### src/hw/rtl/tkcet_pkg.sv
// Package for the top-k class evidence tracker.
// Holds the slot count, codes, reset values and the structs passed between modules.
// No dependencies.
package tkcet_pkg;

  localparam int SLOT_COUNT = 4;
  localparam int SLOT_W     = (SLOT_COUNT > 1) ? $clog2(SLOT_COUNT) : 1;

  localparam logic [15:0] EMPTY_CLASS = 16'hFFFF;
  localparam logic [15:0] PRIOR_RESET = 16'd655;
  localparam logic [31:0] MASS_MAX    = 32'hFFFF_FFFF;

  typedef enum logic [1:0] {
    ACT_MATCH = 2'd0,
    ACT_FILL  = 2'd1,
    ACT_EVICT = 2'd2,
    ACT_DROP  = 2'd3
  } act_t;

  typedef enum logic [1:0] {
    ALU_ADD = 2'd0,
    ALU_SUB = 2'd1,
    ALU_LT  = 2'd2
  } alu_op_t;

  typedef struct packed {
    alu_op_t     op;
    logic [31:0] a;
    logic [31:0] b;
  } alu_req_t;

  typedef struct packed {
    logic [31:0] y;
    logic        flag;
  } alu_rsp_t;

  typedef struct packed {
    logic              en;
    logic [SLOT_W-1:0] addr;
    logic [15:0]       cls;
    logic [31:0]       weight;
  } slot_wr_t;

endpackage

### src/hw/rtl/tkcet_alu.sv
// Shared mass unit: saturating add, floored subtract and less-than compare.
// Depends on tkcet_pkg.
module tkcet_alu (
  input  tkcet_pkg::alu_req_t req,
  output tkcet_pkg::alu_rsp_t rsp
);
  import tkcet_pkg::*;

  logic [32:0] sum;
  logic [32:0] diff;

  assign sum  = {1'b0, req.a} + {1'b0, req.b};
  assign diff = {1'b0, req.a} - {1'b0, req.b};

  always_comb begin
    rsp.flag = 1'b0;
    unique case (req.op)
      ALU_ADD: rsp.y = sum[32] ? MASS_MAX : sum[31:0];
      ALU_SUB: rsp.y = diff[32] ? 32'd0 : diff[31:0];
      ALU_LT: begin
        rsp.y    = diff[31:0];
        rsp.flag = diff[32];
      end
      default: rsp.y = sum[31:0];
    endcase
  end

endmodule

### src/hw/rtl/tkcet_slots.sv
// Slot register file: class and mass per slot, one read and one write port.
// Depends on tkcet_pkg.
module tkcet_slots (
  input  logic                          clk,
  input  logic                          rst,
  input  logic [tkcet_pkg::SLOT_W-1:0]  rd_addr,
  output logic [15:0]                   rd_class,
  output logic [31:0]                   rd_weight,
  input  tkcet_pkg::slot_wr_t           wr
);
  import tkcet_pkg::*;

  logic [15:0] slot_class  [SLOT_COUNT];
  logic [31:0] slot_weight [SLOT_COUNT];

  always_ff @(posedge clk) begin
    if (rst) begin
      for (int i = 0; i < SLOT_COUNT; i++) begin
        slot_class[i]  <= EMPTY_CLASS;
        slot_weight[i] <= 32'(PRIOR_RESET);
      end
    end else if (wr.en) begin
      slot_class[wr.addr]  <= wr.cls;
      slot_weight[wr.addr] <= wr.weight;
    end
  end

  assign rd_class  = slot_class[rd_addr];
  assign rd_weight = slot_weight[rd_addr];

endmodule

### src/hw/rtl/top_k_class_evidence_tracker.sv
// Top level of the top-k class evidence tracker: sequencer, scan state and bucket.
// Depends on tkcet_pkg, tkcet_alu and tkcet_slots.
//
// channel   direction  handshake                payload
// item      in         start & !busy            class_id, increment
// result    out        done (one cycle)         action, slot_index, evicted_class,
//                                               slot_mass, bucket_mass
// config    in         cfg_wr_en                cfg_wr_data (prior_mass)
//
// One slot is scanned per cycle, then the shared unit runs one to four steps,
// then the result is registered in ST_OUT. The steps are ST_SLOT for match or fill,
// ST_BKT for a reserved class, ST_EVID, ST_CMP and ST_BKT for a drop with all slots
// full, those then ST_SLOT for an eviction. done follows ST_OUT, when idle.
// Reset is synchronous and restores empty slots, a zero bucket and the reset prior.
// The receiver cannot stall; each result beat is valid for exactly one cycle.
module top_k_class_evidence_tracker (
  input  logic        clk,
  input  logic        rst,
  input  logic        start,
  output logic        busy,
  input  logic [15:0] class_id,
  input  logic [31:0] increment,
  input  logic        cfg_wr_en,
  input  logic [15:0] cfg_wr_data,
  output logic        done,
  output logic [1:0]  action,
  output logic [3:0]  slot_index,
  output logic [15:0] evicted_class,
  output logic [31:0] slot_mass,
  output logic [31:0] bucket_mass
);
  import tkcet_pkg::*;

  typedef enum logic [6:0] {
    ST_IDLE = 7'b0000001,
    ST_SCAN = 7'b0000010,
    ST_EVID = 7'b0000100,
    ST_CMP  = 7'b0001000,
    ST_BKT  = 7'b0010000,
    ST_SLOT = 7'b0100000,
    ST_OUT  = 7'b1000000
  } state_t;

  state_t state;
  state_t state_next;

  logic [15:0] prior_mass;
  logic [31:0] bucket;
  logic [15:0] cls;
  logic [31:0] inc;
  logic [31:0] acc;
  logic        evict;

  logic [SLOT_W-1:0] scan_idx;
  logic              match_found, match_found_next;
  logic [SLOT_W-1:0] match_idx, match_idx_next;
  logic [31:0]       match_w, match_w_next;
  logic              empty_found, empty_found_next;
  logic [SLOT_W-1:0] empty_idx, empty_idx_next;
  logic [SLOT_W-1:0] min_idx, min_idx_next;
  logic [31:0]       min_w, min_w_next;
  logic [15:0]       min_class, min_class_next;

  logic              reserved;
  logic              scan_last;
  logic              scan_first;
  logic              hit;
  logic              is_empty;
  act_t              act_sel;
  logic [SLOT_W-1:0] target;
  logic [SLOT_W-1:0] rd_addr;
  logic [15:0]       rd_class;
  logic [31:0]       rd_weight;

  alu_req_t alu_req;
  alu_rsp_t alu_rsp;
  slot_wr_t slot_wr;

  tkcet_alu u_alu (
    .req (alu_req),
    .rsp (alu_rsp)
  );

  tkcet_slots u_slots (
    .clk       (clk),
    .rst       (rst),
    .rd_addr   (rd_addr),
    .rd_class  (rd_class),
    .rd_weight (rd_weight),
    .wr        (slot_wr)
  );

  assign busy       = (state != ST_IDLE);
  assign reserved   = (cls == EMPTY_CLASS);
  assign scan_first = (scan_idx == '0);
  assign scan_last  = (scan_idx == SLOT_W'(SLOT_COUNT - 1));
  assign hit        = (rd_class != EMPTY_CLASS) && (rd_class == cls);
  assign is_empty   = (rd_class == EMPTY_CLASS);
  assign rd_addr    = (state == ST_SCAN) ? scan_idx : target;

  always_comb begin
    priority if (reserved) begin
      act_sel = ACT_DROP;
      target  = min_idx;
    end else if (match_found) begin
      act_sel = ACT_MATCH;
      target  = match_idx;
    end else if (empty_found) begin
      act_sel = ACT_FILL;
      target  = empty_idx;
    end else begin
      act_sel = evict ? ACT_EVICT : ACT_DROP;
      target  = min_idx;
    end
  end

  // per-slot scan: first match, first empty, least mass
  always_comb begin
    match_found_next = scan_first ? 1'b0 : match_found;
    match_idx_next   = match_idx;
    match_w_next     = match_w;
    empty_found_next = scan_first ? 1'b0 : empty_found;
    empty_idx_next   = empty_idx;
    min_idx_next     = min_idx;
    min_w_next       = min_w;
    min_class_next   = min_class;
    if (!match_found_next && hit) begin
      match_found_next = 1'b1;
      match_idx_next   = scan_idx;
      match_w_next     = rd_weight;
    end
    if (!empty_found_next && is_empty) begin
      empty_found_next = 1'b1;
      empty_idx_next   = scan_idx;
    end
    if (scan_first || alu_rsp.flag) begin
      min_idx_next   = scan_idx;
      min_w_next     = rd_weight;
      min_class_next = rd_class;
    end
  end

  always_comb begin
    alu_req.op = ALU_LT;
    alu_req.a  = rd_weight;
    alu_req.b  = min_w;
    unique case (state)
      ST_EVID: begin
        alu_req.op = ALU_SUB;
        alu_req.a  = min_w;
        alu_req.b  = 32'(prior_mass);
      end
      ST_CMP: begin
        alu_req.op = ALU_LT;
        alu_req.a  = acc;
        alu_req.b  = inc;
      end
      ST_BKT: begin
        alu_req.op = ALU_ADD;
        alu_req.a  = bucket;
        alu_req.b  = evict ? acc : inc;
      end
      ST_SLOT: begin
        alu_req.op = ALU_ADD;
        alu_req.a  = match_found ? match_w : 32'(prior_mass);
        alu_req.b  = inc;
      end
      default: ;
    endcase
  end

  always_comb begin
    slot_wr.en     = (state == ST_SLOT);
    slot_wr.addr   = target;
    slot_wr.cls    = cls;
    slot_wr.weight = alu_rsp.y;
  end

  always_comb begin
    state_next = state;
    unique case (state)
      ST_IDLE: if (start) state_next = ST_SCAN;
      ST_SCAN: begin
        if (scan_last) begin
          priority if (reserved) state_next = ST_BKT;
          else if (match_found_next || empty_found_next) state_next = ST_SLOT;
          else state_next = ST_EVID;
        end
      end
      ST_EVID: state_next = ST_CMP;
      ST_CMP:  state_next = ST_BKT;
      ST_BKT:  state_next = evict ? ST_SLOT : ST_OUT;
      ST_SLOT: state_next = ST_OUT;
      ST_OUT:  state_next = ST_IDLE;
      default: state_next = ST_IDLE;
    endcase
  end

  always_ff @(posedge clk) begin
    if (rst) begin
      state      <= ST_IDLE;
      done       <= 1'b0;
      prior_mass <= PRIOR_RESET;
      bucket     <= 32'd0;
    end else begin
      state <= state_next;
      done  <= (state == ST_OUT);
      if (cfg_wr_en) prior_mass <= cfg_wr_data;
      if (state == ST_BKT) bucket <= alu_rsp.y;
    end
  end

  always_ff @(posedge clk) begin
    if (state == ST_IDLE && start) begin
      cls      <= class_id;
      inc      <= increment;
      scan_idx <= '0;
      evict    <= 1'b0;
    end
    if (state == ST_SCAN) begin
      scan_idx    <= scan_idx + SLOT_W'(1);
      match_found <= match_found_next;
      match_idx   <= match_idx_next;
      match_w     <= match_w_next;
      empty_found <= empty_found_next;
      empty_idx   <= empty_idx_next;
      min_idx     <= min_idx_next;
      min_w       <= min_w_next;
      min_class   <= min_class_next;
    end
    if (state == ST_EVID) acc <= alu_rsp.y;
    if (state == ST_CMP) evict <= alu_rsp.flag;
    if (state == ST_OUT) begin
      action        <= act_sel;
      slot_index    <= 4'(target);
      evicted_class <= (act_sel == ACT_EVICT) ? min_class : EMPTY_CLASS;
      slot_mass     <= rd_weight;
      bucket_mass   <= bucket;
    end
  end

  a_done_idle: assert property (@(posedge clk) disable iff (rst) done |-> !busy)
    else $error("result beat while busy");

  a_accept_busy: assert property (@(posedge clk) disable iff (rst)
    (start && !busy) |=> busy)
    else $error("accepted item did not start work");

  a_evict_class: assert property (@(posedge clk) disable iff (rst)
    (done && action != ACT_EVICT) |-> evicted_class == EMPTY_CLASS)
    else $error("evicted class set without eviction");

  a_evict_full: assert property (@(posedge clk) disable iff (rst)
    (done && action == ACT_EVICT) |-> evicted_class != EMPTY_CLASS)
    else $error("eviction of an empty slot");

endmodule
### config.mk
export PLATFORM = sky130hd
export DESIGN_NAME = top_k_class_evidence_tracker
export DESIGN_NICKNAME = d
export VERILOG_FILES = /design/src/hw/rtl/tkcet_pkg.sv /design/src/hw/rtl/tkcet_alu.sv /design/src/hw/rtl/tkcet_slots.sv /design/src/hw/rtl/top_k_class_evidence_tracker.sv
export SDC_FILE = /design/constraint.sdc
export NUM_CORES = 1
export LEC_CHECK = 0
export BUFFER_PORTS_ARGS = -buffer_cell sky130_fd_sc_hd__buf_2
export CAP_MARGIN = 20
export CORE_MARGIN = 1.5
export CORE_UTILIZATION = 50
export DETAILED_ROUTE_END_ITERATION = 6
export GPL_TIMING_DRIVEN = 0
export PLACE_DENSITY = 0.68
export SYNTH_ARGS = -nofsm -noshare
export SYNTH_HDL_FRONTEND = slang
export SYNTH_HIERARCHICAL = 1
export SYNTH_SLANG_ARGS = --single-unit
### constraint.sdc
create_clock -name clk -period 12.4 [get_ports clk]
set_clock_uncertainty 0.1 [all_clocks]
set_input_delay 1.24 -clock clk [delete_from_list [all_inputs] [get_ports clk]]
set_output_delay 1.24 -clock clk [all_outputs]
set_load 0.1 [all_outputs]
==> metrics.md <==
| Metric | Value |
|---|---|
| Diodes inserted | `0` |
| TritonCTS Buffers | `52` |
| Data required, critical path | `12.77 ns` |
| GRT Total Usage | `0.287` |
| HP Start | `bucket[5]` |
| Longest Clk Path Bufs | `3` |
| Yosys top cell area share | `0.539` |
| Vias in the first global route | `17,200` |
| Core area | `~49,000 µm²` |
| Via Count | `17,600` |
| Setup Viol. Count Final | `0` |
| CTS tree | `built` |
| Largest fanout on the critical path | `10` |
| WP data arrival | `around 8.6 ns` |
| Hold Crit Depth | `0` |
| Critical Path Start Type | `flip-flop` |
| Synth area leaders | `edfxtp_1 54%, dfxtp_1 4.5%, mux4_2 4.3%, ha_1 3.4%, and2_1 3.2%` |
| TNS Setup | `0 ns` |
| CTS Hold Bufs | `0` |
| Fin crit share | `0.663` |
| CTS sink cnt | `503` |
| Largest net degree at the start of global routing | `49` |
| Dpl cells | `2,813` |
| Netlist Area Pre-Place | `24,900 µm²` |
| Final min period | `8.22 ns` |
| Leak pwr | `0.0100 µW` |
| Yosys reg bits | `503` |
| Die width | `226 µm` |
| Ys flop type | `edfxtp_1` |
| Crit path from | `cls[13]` |
| Hold Path Class | `reg2reg` |
| Antenna violations before repair | `0` |
| R2r worst-path depth | `22` |
| Leading area contributor after synthesis | `edfxtp_1` |
| Routability cong. | `0.934` |
| Core Rows | `81` |
| Clock Tree Root | `clkbuf_16` |
| Post-route insts no fill | `approximately 2,900` |
| First drt pass iteration count | `6` |
| Via/cell ratio | `6.06` |
| # nets final | `2,341` |
| Clock latency on the worst-skew pair | `0.61 ns` |
| Power density over the cells | `133 nW/µm²` |
| Crit. End Element | `flip-flop` |
| Warnings, synthesis | `6` |
| Filler cell count | `4,045` |
| Max VDD drop | `slightly below 0.0001 V` |
| Fraction of registers with async set/reset | `0` |
| Buffers on Ports | `153` |
| Peak Freq | `0.122 GHz` |
| HPWL after detailed placement | `54.0 mm` |
| Die height | `226 µm` |
| Reg with most FFs | `u_slots/slot_weight` |
| Largest register FFs | `between 100 and 150` |
| Top Registers | `u_slots/slot_weight (128), u_slots/slot_class (64)` |
| Critical path class | `reg2reg` |
| Post-CTS Setup Bufs | `0` |
| Status | `completed` |
| Reg clk slew, reported paths | `roughly 0.060 ns` |
| Slew margin rel. | `0.222` |
| DRT iter0 DRCs | `2,158` |
| M1 WL | `30.8 mm` |
| Fraction of layout cells with a size suffix above 1 | `0.187` |
| DRC Markers | `0` |
| Most common cell in the netlist | `edfxtp_1` |
| Detailed-route wire length | `72.9 mm` |
| Die ar. | `between 50,000 and 60,000 µm²` |
| Routed wire length on met2 | `34.0 mm` |
| Post-synth EDFFs | `447` |
| Maximum Capacitance Violations | `0` |
| Post-Synthesis Cells | `1,976` |
| Unrepaired setup endpoints after global routing | `no` |
| Mapped Avg Cell Area | `12.6 µm²` |
| Met3 WL post-DR | `6.09 mm` |
| Yosys cell types | `between 90 and 100` |
| Worst slew pin tran | `1.16 ns` |
| Area grow syn2layout | `14.4%` |
| Top Layer Used | `met4` |
| Final hold vios | `0` |
| H-Tree Level Count | `2` |
| Wire per inst | `around 25 µm` |
| Global-route wire length before repair | `around 110 mm` |
| Post-synthesis sequential area ratio | `0.584` |
| Commonest cells in the netlist | `447 x edfxtp_1, 126 x and2_1, 116 x a21oi_1, 116 x nand2b_1, 113 x nand2_1` |
| Post_cts resized | `0` |
| Starting Density | `0.508` |
| Pins Over Slew Limit | `0` |
| Antenna Nets Post-Route | `0` |
| Boundary pin count | `about 160` |
| Reg-to-Reg Start | `cls[13]` |
| Grt ovf | `0` |
==> cell usage in the layout (no fill, tap or decap), types with 21 or more instances in the layout <==
master / count
a22oi_1: 33
and2_1: 126
clkbuf_1: 59
edfxtp_1: 447
a21oi_1: 116
ha_1: 67
nor2_1: 99
nand2_1: 113
nand2b_1: 116
buf_2: 196
xnor2_1: 34
o22ai_1: 29
inv_1: 72
buf_4: 25
mux4_2: 48
mux2i_1: 30
a21o_1: 28
o21ai_1: 21
o21ai_0: 40
dfxtp_1: 56
a221o_1: 48
clkbuf_16: 53
==> per-stage QoR <==
step	setup slack [ns]	utilization	cell area [µm²]	power, µW	hold WS (ns)
finish	4.18	0.581	28500	3800	0.382
global route	3.87	0.581	28500	3910	0.391
CTS	4.47	0.581	28500	3810	0.379
detailed placement	4.54	0.548	26900	2350	0.362
global placement	-1.40	0.540	26500	2340	0.362
floorplan	2.71	-	24900	2190	0.330
==> cell type report <==
class	instances	area, µm²	share of cell area
inverter	76	285	0.0100
sequential	503	14500	0.511
multi-input combinational	1267	9460	0.332
buffer	131	688	0.0242
tap	664	831	0.0292
timing repair buffer	173	1080	0.0379
clock buffer	63	1380	0.0486
clock inverter	33	216	0.00760
==> report_power, final <==
group / internal (µW) / switching, µW / total, µW
Sequential: 1880 / 25.3 / 1910
Combinational: 138 / 276 / 414
Clock: 817 / 662 / 1480
==> layer usage <==
layer,up-vias,track usage
met3,115,0.0540
met4,0,0.0813
met5,-,0
met2,780,0.454
met1,8807,0.406
li1,7933,-
==> final timing paths <==
kind / end / slack, ns
setup reg to reg: u_slots/slot_weight[2][11] / 4.18
hold / removal: bucket_mass[5] / 0.38
setup / recovery: u_slots/slot_weight[2][11] / 4.18
hold reg to reg: bucket_mass[5] / 0.38
==> cells by family after synthesis <==
| family | share of synthesized area |
|---|---|
| fa+ha+maj | 0.0353 |
| compound gates | 0.142 |
| xor+xnor | 0.0130 |
| mux | 0.0559 |
| flops | 0.584 |
| other cells | 0.000151 |
| buf+inv | 0.0391 |
| simple gates | 0.131 |
==> worst max-delay path, stage by stage, from the launching register on <==
cell and delay [ns]:
edfxtp_1 0.51, nand4_1 0.18, nor4_1 0.99, a211o_1 0.54, mux2_2 0.30, clkbuf_1 0.57, mux4_2 0.42, a21o_1 0.17
inv_1 0.07, ha_1 0.20, fa_1 0.43, nand2b_1 0.23, a21oi_1 0.27, o21ai_1 0.21, o21ai_1 0.37, a21oi_2 0.18
o21ai_4 0.36, nand2_2 0.16, o21ai_4 0.40, buf_6 0.23, a221oi_1 0.10, o21ai_1 0.85, and2_1 0.25
Note: power is estimated with default switching activity, not from simulation.
